<file path="config.mk">
export PLATFORM = sky130hd
export DESIGN_NAME = smbios_record_locator_flat
export DESIGN_NICKNAME = d
export VERILOG_FILES = /design/src/hdl/srl_pkg.sv /design/src/hdl/srl_if.sv /design/src/hdl/smbios_record_locator.sv /design/src/flat_wrapper.sv
export SDC_FILE = /design/constraint.sdc
export NUM_CORES = 1
export LEC_CHECK = 0
export ABC_CLOCK_PERIOD_IN_PS = 11900
export BUFFER_PORTS_ARGS = -buffer_cell sky130_fd_sc_hd__buf_2
export CORE_ASPECT_RATIO = 2
export CORE_MARGIN = 2
export CORE_UTILIZATION = 48
export DETAILED_ROUTE_END_ITERATION = 10
export HOLD_SLACK_MARGIN = 0.15
export PLACE_DENSITY_LB_ADDON = 0.2
export SYNTH_ARGS = -nofsm -noshare
export SYNTH_HDL_FRONTEND = slang
export SYNTH_SLANG_ARGS = --single-unit
</file>
<file path="constraint.sdc">
create_clock -name clk -period 11.9 [get_ports clk]
set_input_delay 2.975 -clock clk [delete_from_list [all_inputs] [get_ports clk]]
set_output_delay 2.975 -clock clk [all_outputs]
set_load 0.02 [all_outputs]
</file>
<file path="src/hdl/srl_pkg.sv">
// ----------------------------------------------------------------------------
// SMBIOS record locator package
// Shared widths, status codes, register indexes and walk constants.
// ----------------------------------------------------------------------------
`timescale 1ns / 1ps
`default_nettype none

package srl_pkg;

  localparam int unsigned STATUS_W = 3;
  localparam int unsigned OFFSET_W = 32;
  localparam int unsigned COUNT_W  = 16;
  localparam int unsigned TYPE_W   = 8;

  typedef logic [STATUS_W-1:0] status_t;
  typedef logic [OFFSET_W-1:0] offset_t;
  typedef logic [COUNT_W-1:0]  count_t;
  typedef logic [TYPE_W-1:0]   rec_type_t;

  localparam status_t STATUS_FOUND       = 3'd0;
  localparam status_t STATUS_END_RECORD  = 3'd1;
  localparam status_t STATUS_SHORT_HDR   = 3'd2;
  localparam status_t STATUS_UNTERM_STR  = 3'd3;
  localparam status_t STATUS_EXHAUSTED   = 3'd4;
  localparam status_t STATUS_RECORD_CAP  = 3'd5;

  typedef enum logic [1:0] {
    REG_WANTED_TYPE     = 2'd0,
    REG_WANTED_INSTANCE = 2'd1,
    REG_TABLE_LENGTH    = 2'd2,
    REG_MAX_RECORDS     = 2'd3
  } reg_index_t;

  localparam count_t    DEFAULT_CAP = 16'd4096;
  localparam rec_type_t END_TYPE    = 8'h7F;
  localparam rec_type_t MIN_HDR_LEN = 8'd4;

endpackage

`default_nettype wire

</file>
<file path="src/hdl/srl_if.sv">
// ----------------------------------------------------------------------------
// SMBIOS record locator channels
// Valid/ready channels for table bytes in and walk results out.
// ----------------------------------------------------------------------------
`timescale 1ns / 1ps
`default_nettype none

interface srl_in_if;
  import srl_pkg::*;

  logic       valid;
  logic       ready;
  logic [7:0] data_byte;
  logic       start_of_table;

  modport source (output valid, output data_byte, output start_of_table, input ready);
  modport sink   (input valid, input data_byte, input start_of_table, output ready);
endinterface

interface srl_out_if;
  import srl_pkg::*;

  logic    valid;
  logic    ready;
  status_t status;
  offset_t record_offset;
  count_t  records_walked;

  modport source (output valid, output status, output record_offset, output records_walked,
                  input ready);
  modport sink   (input valid, input status, input record_offset, input records_walked,
                  output ready);
endinterface

`default_nettype wire

</file>
<file path="src/hdl/smbios_record_locator.sv">
// ----------------------------------------------------------------------------
// SMBIOS record locator
// Walks an SMBIOS structure table byte by byte and reports the offset of the
// requested occurrence of a record type, or the reason the walk stopped.
// ----------------------------------------------------------------------------
//   channel   dir  words                                   handshake
//   in_ch     in   data_byte, start_of_table               valid/ready
//   out_ch    out  status, record_offset, records_walked   valid/ready
//   apb       in   wanted_type, wanted_instance,           psel/penable, pready=1
//                  table_length, max_records
//
// One word per cycle; each word updates the walk state in the cycle it is
// taken and a result appears on out_ch the next cycle.
// A single output register holds the result; in_ch stalls only while that
// register is full and out_ch is not ready.
// Reset clears the walk to idle; bytes are ignored until a start word.
// A start word restarts the walk from any state.
// ----------------------------------------------------------------------------
`timescale 1ns / 1ps
`default_nettype none

module smbios_record_locator #(
  parameter int unsigned STRING_AREA_MAX = 4096
) (
  input  wire logic                      clk,
  input  wire logic                      rst,
  srl_in_if.sink                         in_ch,
  srl_out_if.source                      out_ch,
  input  wire logic                      psel,
  input  wire logic                      penable,
  input  wire logic                      pwrite,
  input  wire logic [3:0]                paddr,
  input  wire logic [31:0]               pwdata,
  output      logic [31:0]               prdata,
  output      logic                      pready
);
  import srl_pkg::*;

  localparam int unsigned SCAN_W = $clog2(STRING_AREA_MAX + 1);

  typedef enum logic [1:0] {
    PH_TYPE,
    PH_LENGTH,
    PH_FORMATTED,
    PH_STRINGS
  } phase_t;

  // configuration
  rec_type_t wanted_type;
  count_t    wanted_instance;
  offset_t   table_length;
  count_t    max_records;

  // walk state
  offset_t     byte_offset, byte_offset_next;
  offset_t     record_start, record_start_next;
  count_t      records_done, records_done_next;
  count_t      matches_seen, matches_seen_next;
  phase_t      parse_phase, parse_phase_next;
  rec_type_t   current_type, current_type_next;
  logic [7:0]  formatted_left, formatted_left_next;
  logic [SCAN_W-1:0] scan_count, scan_count_next;
  logic        previous_zero, previous_zero_next;
  logic        walk_finished, walk_finished_next;

  // result register
  logic    out_valid;
  status_t out_status;
  offset_t out_offset;
  count_t  out_walked;

  logic    in_accept;
  logic    emit;
  status_t emit_status;
  offset_t emit_offset;

  logic    start;
  logic    bounded;
  count_t  cap;
  logic [7:0] b;
  offset_t cur;
  reg_index_t wr_index;

  assign pready    = 1'b1;
  assign wr_index  = reg_index_t'(paddr[3:2]);
  assign in_ch.ready = !out_valid || out_ch.ready;
  assign in_accept = in_ch.valid && in_ch.ready;

  assign out_ch.valid          = out_valid;
  assign out_ch.status         = out_status;
  assign out_ch.record_offset  = out_offset;
  assign out_ch.records_walked = out_walked;

  assign start   = in_ch.start_of_table;
  assign b       = in_ch.data_byte;
  assign bounded = (table_length != '0);
  assign cap     = (max_records == '0) ? DEFAULT_CAP : max_records;

  always_comb begin
    case (wr_index)
      REG_WANTED_TYPE:     prdata = {24'd0, wanted_type};
      REG_WANTED_INSTANCE: prdata = {16'd0, wanted_instance};
      REG_TABLE_LENGTH:    prdata = table_length;
      REG_MAX_RECORDS:     prdata = {16'd0, max_records};
      default:             prdata = '0;
    endcase
  end

  always_ff @(posedge clk) begin
    if (rst) begin
      wanted_type     <= '0;
      wanted_instance <= '0;
      table_length    <= '0;
      max_records     <= DEFAULT_CAP;
    end else if (psel && penable && pwrite && pready) begin
      case (wr_index)
        REG_WANTED_TYPE:     wanted_type     <= pwdata[7:0];
        REG_WANTED_INSTANCE: wanted_instance <= pwdata[15:0];
        REG_TABLE_LENGTH:    table_length    <= pwdata;
        REG_MAX_RECORDS:     max_records     <= pwdata[15:0];
        default:             ;
      endcase
    end
  end

  always_comb begin
    // restart from a clean walk on a start word
    byte_offset_next    = start ? '0 : byte_offset;
    record_start_next   = start ? '0 : record_start;
    records_done_next   = start ? '0 : records_done;
    matches_seen_next   = start ? '0 : matches_seen;
    parse_phase_next    = start ? PH_TYPE : parse_phase;
    current_type_next   = start ? '0 : current_type;
    formatted_left_next = start ? '0 : formatted_left;
    scan_count_next     = start ? '0 : scan_count;
    previous_zero_next  = start ? 1'b0 : previous_zero;
    walk_finished_next  = start ? 1'b0 : walk_finished;
    cur         = byte_offset_next;
    emit        = 1'b0;
    emit_status = STATUS_FOUND;
    emit_offset = record_start_next;

    if (start && table_length[31:2] == '0 && table_length[1:0] != '0) begin
      emit        = 1'b1;
      emit_status = STATUS_EXHAUSTED;
      emit_offset = '0;
    end else if (!walk_finished_next) begin
      byte_offset_next = cur + 32'd1;
      case (parse_phase_next)
        PH_TYPE: begin
          current_type_next = b;
          parse_phase_next  = PH_LENGTH;
        end
        PH_LENGTH: begin
          if (b < MIN_HDR_LEN) begin
            emit        = 1'b1;
            emit_status = STATUS_SHORT_HDR;
          end else if (current_type_next == wanted_type &&
                       matches_seen_next == wanted_instance) begin
            emit        = 1'b1;
            emit_status = STATUS_FOUND;
          end else begin
            if (current_type_next == wanted_type) begin
              matches_seen_next = matches_seen_next + 16'd1;
            end
            if (current_type_next == END_TYPE) begin
              emit        = 1'b1;
              emit_status = STATUS_END_RECORD;
            end else begin
              formatted_left_next = b - 8'd2;
              parse_phase_next    = PH_FORMATTED;
            end
          end
        end
        PH_FORMATTED: begin
          formatted_left_next = formatted_left_next - 8'd1;
          if (formatted_left_next == '0) begin
            parse_phase_next   = PH_STRINGS;
            scan_count_next    = '0;
            previous_zero_next = 1'b0;
          end
        end
        PH_STRINGS: begin
          if (b == '0 && previous_zero_next) begin
            if (bounded && (cur < record_start_next || cur >= table_length)) begin
              emit        = 1'b1;
              emit_status = STATUS_EXHAUSTED;
            end else begin
              records_done_next = records_done_next + 16'd1;
              record_start_next = cur + 32'd1;
              parse_phase_next  = PH_TYPE;
              emit_offset       = record_start_next;
              if (records_done_next >= cap) begin
                emit        = 1'b1;
                emit_status = STATUS_RECORD_CAP;
              end else if (bounded &&
                           ({1'b0, record_start_next} + 33'd4 > {1'b0, table_length})) begin
                emit        = 1'b1;
                emit_status = STATUS_EXHAUSTED;
              end
            end
          end else if (scan_count_next >= SCAN_W'(STRING_AREA_MAX)) begin
            emit        = 1'b1;
            emit_status = STATUS_UNTERM_STR;
          end else begin
            previous_zero_next = (b == '0);
            scan_count_next    = scan_count_next + SCAN_W'(1);
          end
        end
        default: ;
      endcase
    end
    walk_finished_next = walk_finished_next || emit;
  end

  always_ff @(posedge clk) begin
    if (rst) begin
      byte_offset    <= '0;
      record_start   <= '0;
      records_done   <= '0;
      matches_seen   <= '0;
      parse_phase    <= PH_TYPE;
      current_type   <= '0;
      formatted_left <= '0;
      scan_count     <= '0;
      previous_zero  <= 1'b0;
      walk_finished  <= 1'b1;
      out_valid      <= 1'b0;
    end else begin
      if (in_accept) begin
        byte_offset    <= byte_offset_next;
        record_start   <= record_start_next;
        records_done   <= records_done_next;
        matches_seen   <= matches_seen_next;
        parse_phase    <= parse_phase_next;
        current_type   <= current_type_next;
        formatted_left <= formatted_left_next;
        scan_count     <= scan_count_next;
        previous_zero  <= previous_zero_next;
        walk_finished  <= walk_finished_next;
      end
      if (in_accept && emit) begin
        out_valid <= 1'b1;
      end else if (out_ch.ready) begin
        out_valid <= 1'b0;
      end
    end
  end

  always_ff @(posedge clk) begin
    if (in_accept && emit) begin
      out_status <= emit_status;
      out_offset <= emit_offset;
      out_walked <= records_done_next;
    end
  end

endmodule

`default_nettype wire

</file>
<file path="src/flat_wrapper.sv">
// flat-port wrapper written by rule: the top's interface ports become plain ports
module smbios_record_locator_flat import srl_pkg::*;
#(
  parameter int unsigned STRING_AREA_MAX = 4096
)
  (clk, rst, psel, penable, pwrite, paddr, pwdata, prdata, pready, in_ch_valid, in_ch_data_byte, in_ch_start_of_table, in_ch_ready, out_ch_valid, out_ch_status, out_ch_record_offset, out_ch_records_walked, out_ch_ready);
  srl_in_if in_ch_i ();
  srl_out_if out_ch_i ();
  input  wire logic clk;
  input  wire logic rst;
  input  wire logic psel;
  input  wire logic penable;
  input  wire logic pwrite;
  input  wire logic [3:0] paddr;
  input  wire logic [31:0] pwdata;
  output      logic [31:0] prdata;
  output      logic pready;
  input wire logic [$bits(in_ch_i.valid)-1:0] in_ch_valid;
  input wire logic [$bits(in_ch_i.data_byte)-1:0] in_ch_data_byte;
  input wire logic [$bits(in_ch_i.start_of_table)-1:0] in_ch_start_of_table;
  output wire logic [$bits(in_ch_i.ready)-1:0] in_ch_ready;
  output wire logic [$bits(out_ch_i.valid)-1:0] out_ch_valid;
  output wire logic [$bits(out_ch_i.status)-1:0] out_ch_status;
  output wire logic [$bits(out_ch_i.record_offset)-1:0] out_ch_record_offset;
  output wire logic [$bits(out_ch_i.records_walked)-1:0] out_ch_records_walked;
  input wire logic [$bits(out_ch_i.ready)-1:0] out_ch_ready;
  assign in_ch_i.valid = in_ch_valid;
  assign in_ch_i.data_byte = in_ch_data_byte;
  assign in_ch_i.start_of_table = in_ch_start_of_table;
  assign in_ch_ready = in_ch_i.ready;
  assign out_ch_valid = out_ch_i.valid;
  assign out_ch_status = out_ch_i.status;
  assign out_ch_record_offset = out_ch_i.record_offset;
  assign out_ch_records_walked = out_ch_i.records_walked;
  assign out_ch_i.ready = out_ch_ready;
  smbios_record_locator #(.STRING_AREA_MAX(STRING_AREA_MAX)) u_core (.clk(clk), .rst(rst), .in_ch(in_ch_i), .out_ch(out_ch_i), .psel(psel), .penable(penable), .pwrite(pwrite), .paddr(paddr), .pwdata(pwdata), .prdata(prdata), .pready(pready));
endmodule
</file>
Word level (Yosys, flattened, before mapping)

Index checks and enable logic that the tools add are counted.

Bits in registers: 253
Latch bits: 0
RAM bits: 0
ROM bits: 0
Output and inout bits: 86
Word-level logic and storage cells: 152
Memories: 0

Add/sub/neg operators: 7
Multipliers: 0
Div/mod/pow operators: 0
Magnitude comparators: 6
Equality and inequality tests: 9
Shift-type cells: 0
Multiplexer cells: 83
Bitwise logic cells: 0
Reduce and logical (&&, ||, !) cells: 28

Operator list:

| cell                                                            | number |
|---|---|
| 32-bit 2-to-1 mux                                               | 9 |
| 16-bit 2-to-1 mux                                               | 14 |
| 32-bit case mux with 4 select lines                             | 1 |
| 8-bit 2-to-1 mux                                                | 10 |
| 13-bit 2-to-1 mux                                               | 6 |
| 32-bit by 3-bit adder with 33-bit output, second input constant | 1 |
| 33-bit by 32-bit > comparator with 1-bit output                 | 1 |
| 16-bit by 1-bit adder with 16-bit output, second input constant | 2 |
| 32-bit by 1-bit adder with 32-bit output, second input constant | 1 |
| 32-bit >= comparator                                            | 1 |
| 32-bit less-than comparator                                     | 1 |
| 32-bit nonzero test                                             | 1 |
| 30-bit logical NOT                                              | 1 |
| 13-bit case mux with 2 select lines                             | 1 |
| 3-bit 2-to-1 mux                                                | 7 |
| 1-bit 2-to-1 mux                                                | 20 |
| 2-bit 2-to-1 mux                                                | 10 |
| 16-bit equality test                                            | 1 |
| 16-bit >= comparator                                            | 1 |
| 16-bit logical NOT                                              | 1 |
| 8-bit logical NOT                                               | 2 |
| 8-bit case mux with 2 select lines                              | 1 |
| 13-bit by 1-bit adder with 13-bit output, second input constant | 1 |
| 13-bit >= comparator, second input constant                     | 1 |
| other kinds (17)                                                | 38 |

Logic depth before layout (Yosys ltp)

Gate-level depths: netlist (run 1).

Word-level depth: 14
Gate-level depth with buffers: 27
Gate-level depth less buffers: 20

Worst setup path before layout (run 1)

No wires, ideal clock.

Path type: input port to flip-flop
Start point: input port in_ch_start_of_table
End point: register u_core.out_offset[0], in the netlist u_core.out_ch.record_offset[0], enable pin
Library setup time: 0.460 ns
Data arrival time: 10.293 ns
Required time: 11.440 ns
Path slack: 1.147 ns
Stages on the path: 24
Buffers on the path: 7
Path through: buf_2 -> buf_2 -> clkbuf_1 -> clkbuf_1 -> clkbuf_1 -> buf_1 -> buf_1 -> nor2b_1 -> ha_1 -> nand4b_1 -> or4_1 -> or4_1 -> a22oi_1 -> nand4_1 -> nor3_1 -> nand3_1 -> xnor2_1 -> ha_1 -> nand4_1 -> nor4_1 -> a21oi_1 -> o21ai_0 -> nor4_1 -> nor2_1

Word-level cells in the longest chain between the ends: 13
Elaborated cells between the ends (all ways): 41

Ends and longest elaborated chain:

| element                                         | line                         | source |
|---|---|---|
| start, declared                                 | flat_wrapper.sv:20           | `input wire logic [$bits(in_ch_i.start_of_table)-1:0] in_ch_start_of_table;` |
| 32-bit 2-to-1 mux                               | smbios_record_locator.sv:128 | `byte_offset_next = start ? '0 : byte_offset;` |
| 32-bit by 1-bit adder with 32-bit output        | smbios_record_locator.sv:190 | `record_start_next = cur + 32'd1;` |
| 32-bit by 3-bit adder with 33-bit output        | smbios_record_locator.sv:197 | `({1'b0, record_start_next} + 33'd4 > {1'b0, table_length})) begin` |
| 33-bit by 32-bit > comparator with 1-bit output | smbios_record_locator.sv:197 |  |
| 1-bit logical AND                               | smbios_record_locator.sv:196 | `end else if (bounded &&` |
| 1-bit 2-to-1 mux                                | smbios_record_locator.sv:196 |  |
| 1-bit 2-to-1 mux                                | smbios_record_locator.sv:193 | `if (records_done_next >= cap) begin` |
| 1-bit 2-to-1 mux                                | smbios_record_locator.sv:185 | `if (bounded && (cur < record_start_next \|\| cur >= table_length)) begin` |
| 1-bit 2-to-1 mux                                | smbios_record_locator.sv:184 | `if (b == '0 && previous_zero_next) begin` |
| 1-bit case mux with 2 select lines              | smbios_record_locator.sv:149 | `case (parse_phase_next)` |
| 1-bit 2-to-1 mux                                | smbios_record_locator.sv:147 | `end else if (!walk_finished_next) begin` |
| 1-bit 2-to-1 mux (*)                            | smbios_record_locator.sv:143 | `if (start && table_length[31:2] == '0 && table_length[1:0] != '0) begin` |
| 1-bit logical AND (*)                           | smbios_record_locator.sv:251 | `if (in_accept && emit) begin` |
| end signal, assigned                            | smbios_record_locator.sv:253 | `out_offset <= emit_offset;` |
| end, declared                                   | smbios_record_locator.sv:69  | `offset_t out_offset;` |

Mark *: on every way between the ends. The rest lies on a longest branch, timed or not.
A chain may end at the register's enable or synchronous reset.

Worst setup path in the final report (run 1)

Start point: input port in_ch_start_of_table
End point: register u_core.out_offset[10], in the netlist u_core.out_ch.record_offset[10], enable pin

Same word-level chain as after synthesis.

==> results of run 1 <==
area by class of cell:
type,count,area [um^2]
inverters,81,304
fillers,3497,16600
multi-input cells,1715,10900
flip-flops and latches,253,5580
repair buffers,157,848
clock inverters,13,166
clock buffers,34,721
well taps,450,563
routing by layer:
| metal | vias up | share of wire (%) | track usage (%) |
|---|---|---|---|
| li1 | 8011 | - | - |
| met3 | 294 | 4.3 | 3.68 |
| met5 | - | 0 | 0 |
| met4 | 0 | 11 | 30.6 |
| met1 | 8233 | 31 | 27.9 |
| met2 | 627 | 53 | 60.1 |
path summary, 6_finish.rpt:
path | startpoint | end | depth (start not counted) | slack (ns)
min | u_core.record_start[9] | u_core.record_start[9] | 1 | 0.47
min reg2reg | u_core.record_start[9] | u_core.record_start[9] | 1 | 0.47
max reg2reg | u_core.byte_offset[1] | u_core.out_ch.record_offset[10] | 18 | 4.86
max | in_ch_start_of_table | u_core.out_ch.record_offset[10] | 19 | 2.45
cell families after synthesis:
group | Yosys count | synth area share, %
XOR/XNOR | 93 | 4.70
flip-flops | 253 | 32.2
buffers and inverters | 215 | 4.80
adder cells (fa/ha/maj) | 123 | 8.87
AO/OA/AOI/OAI | 525 | 19.9
multiplexers | 39 | 2.88
AND/OR/NAND/NOR | 934 | 26.7
other | 1 | 0.0217
worst reg2reg max path, stage by stage, from the launching register on:
cell and delay, ns:
sky130_fd_sc_hd__dfxtp_1 0.41, sky130_fd_sc_hd__nor2b_1 0.39, sky130_fd_sc_hd__ha_1 0.37, sky130_fd_sc_hd__nand3_1 0.29, sky130_fd_sc_hd__or3_1 0.53, sky130_fd_sc_hd__nor3_1 0.35, sky130_fd_sc_hd__xor2_1 0.57, sky130_fd_sc_hd__nand4_1 0.30
sky130_fd_sc_hd__nor3_1 0.45, sky130_fd_sc_hd__nand3_1 0.15, sky130_fd_sc_hd__xnor2_1 0.18, sky130_fd_sc_hd__ha_1 0.32, sky130_fd_sc_hd__nand4_1 0.16, sky130_fd_sc_hd__nor4_1 0.47, sky130_fd_sc_hd__a21oi_1 0.13, sky130_fd_sc_hd__o21ai_0 0.61
sky130_fd_sc_hd__nor4_1 0.20, sky130_fd_sc_hd__nor2_4 0.16, sky130_fd_sc_hd__buf_4 0.58
registers in the layout, indices dropped and copies added (netlist names), 2 cells and up:
register / count
u_core.byte_offset: 32
u_core.current_type: 8
u_core.formatted_left: 8
u_core.matches_seen: 16
u_core.max_records: 16
u_core.out_ch.record_offset: 32
u_core.out_ch.records_walked: 16
u_core.out_ch.status: 3
u_core.parse_phase: 2
u_core.record_start: 32
u_core.records_done: 16
u_core.scan_count: 13
u_core.table_length: 32
u_core.wanted_instance: 16
u_core.wanted_type: 8
cells in the final DEF (no fill, tap or decap), types with 33 or more instances in the layout:
cell type,Yosys,final
sky130_fd_sc_hd__inv_1,79,79
sky130_fd_sc_hd__nor2_1,159,157
sky130_fd_sc_hd__ha_1,122,122
sky130_fd_sc_hd__nand3_1,71,71
sky130_fd_sc_hd__nor2b_1,46,46
sky130_fd_sc_hd__edfxtp_1,51,51
sky130_fd_sc_hd__dfxtp_1,202,202
sky130_fd_sc_hd__nand4_1,48,48
sky130_fd_sc_hd__nand2_1,372,371
sky130_fd_sc_hd__xor2_1,34,34
sky130_fd_sc_hd__nor3_1,37,37
sky130_fd_sc_hd__a21oi_1,144,144
sky130_fd_sc_hd__a22oi_1,33,33
sky130_fd_sc_hd__o21ai_0,106,106
sky130_fd_sc_hd__buf_2,10,132
sky130_fd_sc_hd__xnor2_1,59,59
power breakdown:
group	switching, mW	internal [mW]	total (mW)
Clock	0.373	0.495	0.868
Combinational	0.159	0.0750	0.234
Sequential	0.0169	0.884	0.901
==> impl_summary.txt, run 1 <==
----------------------------------------------------
[Outcome]
  Status ... finished, final reports clean

[Synth]
  Cell types with the highest counts after synthesis ... sky130_fd_sc_hd__nand2_1, sky130_fd_sc_hd__dfxtp_1, sky130_fd_sc_hd__nor2_1, sky130_fd_sc_hd__a21oi_1, sky130_fd_sc_hd__ha_1
  Synthesized instance count ... 2,183
  Number of synthesis warnings ... 0
  Synth top area share ... 23.3%
  Synthesized area per cell ... 7.93 um^2
  Distinct cells, synth ... 91
  Top cells by area, synth ... sky130_fd_sc_hd__dfxtp_1, sky130_fd_sc_hd__edfxtp_1, sky130_fd_sc_hd__ha_1, sky130_fd_sc_hd__nand2_1, sky130_fd_sc_hd__a21oi_1
  FFs w/ async S/R, synth ... 0%
  Seq/Total Area, Yosys ... 32.2%
  Count leader, synth ... sky130_fd_sc_hd__nand2_1
  Post-synthesis sequential element count ... 253
  Post-synth top flop ... sky130_fd_sc_hd__dfxtp_1
  Post-Synthesis Net Count ... 2,357
  Synth area leader ... sky130_fd_sc_hd__dfxtp_1
  Number of flops mapped to enable cells by yosys ... 51
  Combined area of all synthesized cells ... 0.0173 mm^2

[Worst setup path]
  Worst stage delay on the critical path ... 0.61 ns
  Required time of the critical path ... 12.09 ns
  Buffers plus inverters on the worst setup path ... 2
  Critical path arrival ... 9.64 ns
  CP startpoint kind ... input pin
  CP endpoint kind ... flip-flop
  Maximum fanout along the worst path ... 71
  Crit path max-delay family ... simple AND/OR/NAND/NOR gates
  Crit Path Category ... input pin to flip-flop
  CP Cell Sequence ... buf_4, nor2b_1, ha_1, nand3_1, or3_1, nor3_1, xor2_1, nand4_1, nor3_1, nand3_1, xnor2_1, ha_1, nand4_1, nor4_1, a21oi_1, o21ai_0, nor4_1, nor2_4, buf_4
  Library cell contributing the largest single delay on the critical path ... sky130_fd_sc_hd__o21ai_0

[Clock tree]
  CTS-repair resized insts ... 0
  CTS buffer count ... 26
  Post-CTS setup buffers ... 0
  Sinks on Clock Net ... 253
  Maximum level of the CTS H-tree ... 1
  Number of buffers inserted by hold repair at cts ... 0
  Bufs on Longest Clock Path ... 3
  Clock-pin slew on the worst setup and hold paths ... 0.06 ns
  Worst-Skew Late Latency ... 0.56 ns
  Clock tree from TritonCTS ... done
  Root cell of the clock tree ... sky130_fd_sc_hd__clkbuf_16

[Final layout]
  Final net count ... 2,408
  Area growth from synthesis to layout ... 10.3%
  Layout Utilization ... 53.5%
  Final antenna diode count ... 0
  Share of post-route cells with drive strength above 1 ... 11.1%
  Post-route cell area ... 0.0191 mm^2
  Number of non-filler instances in the completed layout ... 2,703

[Floorplan]
  Core Region ... 0.0357 mm^2
  Starting Density ... 48.5%
  DIE AREA ... 0.0377 mm^2
  Count of pins on the block boundary ... 138
  Chip width ... 138 um
  Row Count ... 98
  Height of the chip ... 273 um

[Routing]
  Total routed wirelength ... 62,300 um
  Vias per inst ... 6.35
  Vias after detailed routing ... 17,165
  Post-DRT Antenna Nets ... 0
  Number of remaining DRC errors ... 0
  WL/cell ... 23.0 um
  Number of detailed-routing iterations run before antenna repair ... 7
  Number of violations reported at the end of detailed-routing iteration 0 ... 1,170

[Timing]
  Final count of pins violating max slew ... 0
  Worst hold margin ... 0.472 ns
  Final setup fails ... 0
  Achievable Freq ... 106 MHz
  Slew at the pin closest to its max-slew limit ... 1.16 ns
  Fin worst setup slack ... 2.45 ns
  Slew Limit Headroom ... 22.4%
  Tmin final ... 9.45 ns
  Final hold violations ... 0
  Share of the cycle needed by the critical path after routing ... 79.5%
  Total negative slack ... 0 ns
  Setup repair after global routing missed its margin ... false
  Setup clock skew after layout ... 0.0116 ns

[Placed design]
  Worst-case setup slack after placement ... 2.11 ns
  Port bufs ... 134
  Total placed cells including tap cells ... 2,656
  Total half-perimeter wirelength after legalization and detailed placement ... 47,200 um
  GPL Wtd Cong ... 0.984
  Area after detailed placement ... 0.0182 mm^2

[GRT]
  Global-route usage over all layers ... 31.5%
  Vias in the first global route ... 16,622
  First-pass GRT wire length ... 92,800 um
  Maximum number of pins on one net before global-route repair ... 88
  Gr ovfl total ... 0
  Initial antenna violation count ... 0

[Power]
  Static power due to leakage ... 7.22 nW
  Total power after layout ... 2.00 mW
  Areal power density over the cells ... 105 mW/mm^2
  Peak supply drop ... 101 uV

[Job]
  Max cap viols ... 0

[Worst hold path]
  Hold Crit Class ... flip-flop to flip-flop

----------------------------------------------------
(Power assumes the default switching activity.)
==> run 2: changes to the inputs <==
--- a/config.mk
+++ b/config.mk
@@ -5,7 +5,8 @@
 export SDC_FILE = /design/constraint.sdc
 export NUM_CORES = 1
 export LEC_CHECK = 0
-export ABC_CLOCK_PERIOD_IN_PS = 11900
+export ABC_AREA = 1
+export ABC_CLOCK_PERIOD_IN_PS = 9900
 export BUFFER_PORTS_ARGS = -buffer_cell sky130_fd_sc_hd__buf_2
 export CORE_ASPECT_RATIO = 2
 export CORE_MARGIN = 2
==> constraint.sdc (replaced) <==
create_clock -name clk -period 9.9 [get_ports clk]
set_input_delay 2.475 -clock clk [delete_from_list [all_inputs] [get_ports clk]]
set_output_delay 2.475 -clock clk [all_outputs]
set_load 0.02 [all_outputs]
==> run 2 against run 1 <==
Compared with the run above: global-route usage down 5.3 points; non-clock buffer count down 4; hold slack worse by 0.0075 ns; critical path type unchanged; largest cell class unchanged.
==> impl_summary.txt, run 2 <==
----------------------------------------------------
[Outcome]
  Status ... finished, final reports clean (unchanged)

[Clock tree]
  Bufs on Longest Clock Path ... 3 (unchanged)
  CTS buffer count ... 25 (was 26)
  Clock tree from TritonCTS ... done (unchanged)
  Number of buffers inserted by hold repair at cts ... 0 (unchanged)
  Worst-Skew Late Latency ... 0.56 ns (about the same)
  Sinks on Clock Net ... 253 (unchanged)
  CTS-repair resized insts ... 0 (unchanged)
  Clock-pin slew on the worst setup and hold paths ... 0.07 ns (was 0.06 ns)
  Root cell of the clock tree ... sky130_fd_sc_hd__clkbuf_16 (unchanged)
  Post-CTS setup buffers ... 0 (unchanged)
  Maximum level of the CTS H-tree ... 1 (unchanged)

[Worst setup path]
  FF-to-FF setup slack ... 3.39 ns (was 4.86 ns)
  Critical Path Most Common Cell ... sky130_fd_sc_hd__nand2_1
  Crit Path Category ... input pin to flip-flop (unchanged)
  Worst r2r src ... u_core.byte_offset[0] (was u_core.byte_offset[1])
  Library cell contributing the largest single delay on the critical path ... sky130_fd_sc_hd__xor2_1 (was sky130_fd_sc_hd__o21ai_0)
  CP startpoint kind ... input pin (unchanged)
  Maximum fanout along the worst path ... 28 (was 71)
  Critical path arrival ... 8.73 ns (was 9.64 ns)
  CP endpoint kind ... flip-flop (unchanged)
  Required time of the critical path ... 10.15 ns (was 12.09 ns)
  Worst setup path startpoint ... in_ch_start_of_table (unchanged)
  Termination of the worst setup path ... u_core.out_ch.record_offset[27] (was u_core.out_ch.record_offset[10])
  Reg2reg end ... u_core.out_ch.record_offset[27] (was u_core.out_ch.record_offset[10])
  Worst stage delay on the critical path ... 0.53 ns (was 0.61 ns)
  R2R depth ... 34 (was 18)

[GRT]
  Initial antenna violation count ... 0 (unchanged)
  First-pass GRT wire length ... 81,400 um (was 92,800 um)
  Most heavily used metal layer in global routing ... met2 (unchanged)
  Met1 usage ... 35.6% (was 27.9%)
  Maximum number of pins on one net before global-route repair ... 92 (was 88)
  Met3 layer usage reported by global route ... 2.32% (was 3.68%)
  Global-route usage over all layers ... 26.2% (was 31.5%)
  Vias in the first global route ... 15,352 (was 16,622)
  Gr ovfl total ... 0 (unchanged)
  Met2 layer usage reported by global route ... 44.4% (was 60.1%)

[Floorplan]
  Chip width ... 139 um (was 138 um)
  Core Region ... 0.0362 mm^2 (was 0.0357 mm^2)
  Row Count ... 99 (was 98)
  Height of the chip ... 274 um (was 273 um)
  DIE AREA ... 0.0381 mm^2 (was 0.0377 mm^2)
  Count of pins on the block boundary ... 138 (unchanged)
  Starting Density ... 48.4% (was 48.5%)

[Synth]
  FFs w/ async S/R, synth ... 0% (unchanged)
  Synth area leader ... sky130_fd_sc_hd__dfxtp_1 (unchanged)
  Top cells by area, synth ... sky130_fd_sc_hd__dfxtp_1, sky130_fd_sc_hd__nand2_1, sky130_fd_sc_hd__edfxtp_1, sky130_fd_sc_hd__ha_1, sky130_fd_sc_hd__a21oi_1 (was sky130_fd_sc_hd__dfxtp_1, sky130_fd_sc_hd__edfxtp_1, sky130_fd_sc_hd__ha_1, sky130_fd_sc_hd__nand2_1, sky130_fd_sc_hd__a21oi_1)
  Number of synthesis warnings ... 0 (unchanged)
  Synthesized instance count ... 2,567 (was 2,183)
  Synthesized area per cell ... 6.82 um^2 (was 7.93 um^2)
  Synth top area share ... 23.1% (was 23.3%)
  Post-synth top flop ... sky130_fd_sc_hd__dfxtp_1 (unchanged)
  Seq/Total Area, Yosys ... 31.8% (was 32.2%)
  Distinct cells, synth ... 58 (was 91)
  Cell types with the highest counts after synthesis ... sky130_fd_sc_hd__nand2_1, sky130_fd_sc_hd__inv_1, sky130_fd_sc_hd__a21oi_1, sky130_fd_sc_hd__nor2_1, sky130_fd_sc_hd__o21ai_0 (was sky130_fd_sc_hd__nand2_1, sky130_fd_sc_hd__dfxtp_1, sky130_fd_sc_hd__nor2_1, sky130_fd_sc_hd__a21oi_1, sky130_fd_sc_hd__ha_1)
  Number of flops mapped to enable cells by yosys ... 51 (unchanged)
  Post-Synthesis Net Count ... 2,741 (was 2,357)
  Count leader, synth ... sky130_fd_sc_hd__nand2_1 (unchanged)
  Post-synthesis sequential element count ... 253 (unchanged)
  Combined area of all synthesized cells ... 0.0175 mm^2 (was 0.0173 mm^2)

[Timing]
  Setup clock skew after layout ... 0.0138 ns (was 0.0116 ns)
  Share of the cycle needed by the critical path after routing ... 85.7%
  Slew Limit Headroom ... 31.2% (was 22.4%)
  Final hold violations ... 0 (unchanged)
  Tmin final ... 8.49 ns
  Final setup fails ... 0 (unchanged)
  Setup repair after global routing missed its margin ... false (unchanged)
  Slew at the pin closest to its max-slew limit ... 1.03 ns (was 1.16 ns)
  Total negative slack ... 0 ns (unchanged)
  Final count of pins violating max slew ... 0 (unchanged)
  Worst hold margin ... 0.464 ns (was 0.472 ns)
  Achievable Freq ... 118 MHz

[Job]
  Max cap viols ... 0 (unchanged)

[Worst hold path]
  Instance count along the most critical hold path ... 2 (was 1)
  Hold Crit Class ... flip-flop to flip-flop (unchanged)

[Final layout]
  Fill cells ... 3,659 (was 3,497)
  Area growth from synthesis to layout ... 9.69% (was 10.3%)
  Most used cells in the layout excluding fill and tap cells ... sky130_fd_sc_hd__nand2_1, sky130_fd_sc_hd__inv_1, sky130_fd_sc_hd__a21oi_1 (was sky130_fd_sc_hd__nand2_1, sky130_fd_sc_hd__dfxtp_1, sky130_fd_sc_hd__nor2_1)
  Final antenna diode count ... 0 (unchanged)
  Share of post-route cells with drive strength above 1 ... 10.8% (was 11.1%)
  Most common cell after layout, fill and taps aside ... sky130_fd_sc_hd__nand2_1 (unchanged)
  Final net count ... 2,816 (was 2,408)

[Routing]
  Number of detailed-routing iterations run before antenna repair ... 6 (was 7)
  WL/cell ... 16.5 um (was 23.0 um)
  Post-DRT Antenna Nets ... 0 (unchanged)
  Vias per inst ... 5.44 (was 6.35)
  Number of violations reported at the end of detailed-routing iteration 0 ... 1,215 (was 1,170)
  Number of remaining DRC errors ... 0 (unchanged)
  Vias after detailed routing ... 16,953 (was 17,165)
  Total routed wirelength ... 51,400 um (was 62,300 um)

[Placed design]
  Total half-perimeter wirelength after legalization and detailed placement ... 38,100 um (was 47,200 um)
  GPL Wtd Cong ... 0.969 (was 0.984)
  Port bufs ... 134 (unchanged)

[Power]
  Areal power density over the cells ... 123 mW/mm^2 (was 105 mW/mm^2)
  Peak supply drop ... 147 uV (was 101 uV)
  Static power due to leakage ... 8.44 nW (was 7.22 nW)

----------------------------------------------------
## run 2: changes by cell type in the layout (fill, tap and decap cells not counted), moves of 27 or more
| cell | previous run | this run |
|---|---|---|
| sky130_fd_sc_hd__nand2_1 | 371 | 507 |
| sky130_fd_sc_hd__nor2_2 | 1 | 32 |
| sky130_fd_sc_hd__o21ai_0 | 106 | 229 |
| sky130_fd_sc_hd__nor2_1 | 157 | 263 |
| sky130_fd_sc_hd__inv_1 | 79 | 348 |
| sky130_fd_sc_hd__a22oi_1 | 33 | 5 |
| sky130_fd_sc_hd__o21ai_1 | 2 | 44 |
| sky130_fd_sc_hd__nor2b_1 | 46 | 0 |
| sky130_fd_sc_hd__a21oi_1 | 144 | 266 |
| sky130_fd_sc_hd__and2_1 | 28 | 0 |
| sky130_fd_sc_hd__xnor2_1 | 59 | 32 |
## run 2: how the worst min path moves through the flow
| stage | from | endpoint |
|---|---|---|
| global placement | u_core.byte_offset[30] | u_core.byte_offset[30] |
| floorplan | u_core.byte_offset[21] | u_core.byte_offset[21] |
| CTS | u_core.scan_count[9] | u_core.scan_count[9] |
| finish | u_core.current_type[4] | u_core.current_type[4] |
| global route | u_core.scan_count[11] | u_core.scan_count[11] |
| detailed placement | u_core.formatted_left[1] | u_core.formatted_left[1] |
## run 2: power breakdown
part	leakage, nW	switching [mW]	internal [mW]
Sequential	2.09	0.0165	1.08
Combinational	5.98	0.220	0.0923
Clock	0.371	0.450	0.498
Total	8.44	0.687	1.67
## run 2: area by class of cell
| cell class | instances | area (um^2) | area share, % |
|---|---|---|---|
| Multi-Input combinational cell | 1835 | 10100 | 52.4 |
| Sequential cell | 253 | 5580 | 29.0 |
| Inverter | 374 | 1400 | 7.31 |
| Timing Repair Buffer | 153 | 816 | 4.25 |
| Clock buffer | 29 | 641 | 3.34 |
| Tap cell | 454 | 568 | 2.96 |
| Clock inverter | 17 | 141 | 0.736 |
## run 2: logic make-up (layout without fill, tap and decap cells)
| logic type | Yosys count | count (layout) | share of synthesized area [%] |
|---|---|---|---|
| compound gates | 609 | 609 | 18.5 |
| xor+xnor | 94 | 94 | 4.87 |
| fa+ha+maj | 122 | 122 | 8.72 |
| buf+inv | 479 | 573 | 10.8 |
| flops | 253 | 253 | 31.8 |
| other cells | 1 | 1 | 0.0214 |
| simple gates | 1009 | 1009 | 25.2 |
## run 2: critical path: cells and delay by family
kind / cells / cell delay (ns)
xor+xnor: 2 / 0.67
simple gates: 25 / 3.16
compound gates: 1 / 0.19
buf+inv: 6 / 1.62
fa+ha+maj: 2 / 0.57
## run 2: metal layers
layer  share of wire [%]  vias up
met1                  45     7719
li1                    -     8594
met5                   0        -
met4                 2.7        0
met3                 6.0       87
met2                  47      553
## run 2: stage by stage
| step | total power [mW] | instances | setup slack (ns) | util, % | cell area [um^2] |
|---|---|---|---|---|---|
| finish | 2.35 | 3115 | 1.41 | 53.1 | 19200 |
| global route | 2.44 | 3115 | 0.955 | 53.1 | 19200 |
| CTS | 2.37 | 3115 | 1.61 | 53.1 | 19200 |
| detailed placement | 1.42 | 3069 | 1.05 | 50.9 | 18400 |
| global placement | 1.42 | 3069 | 1.12 | 50.9 | 18400 |
| floorplan | 1.33 | 2567 | 2.10 | - | 17500 |
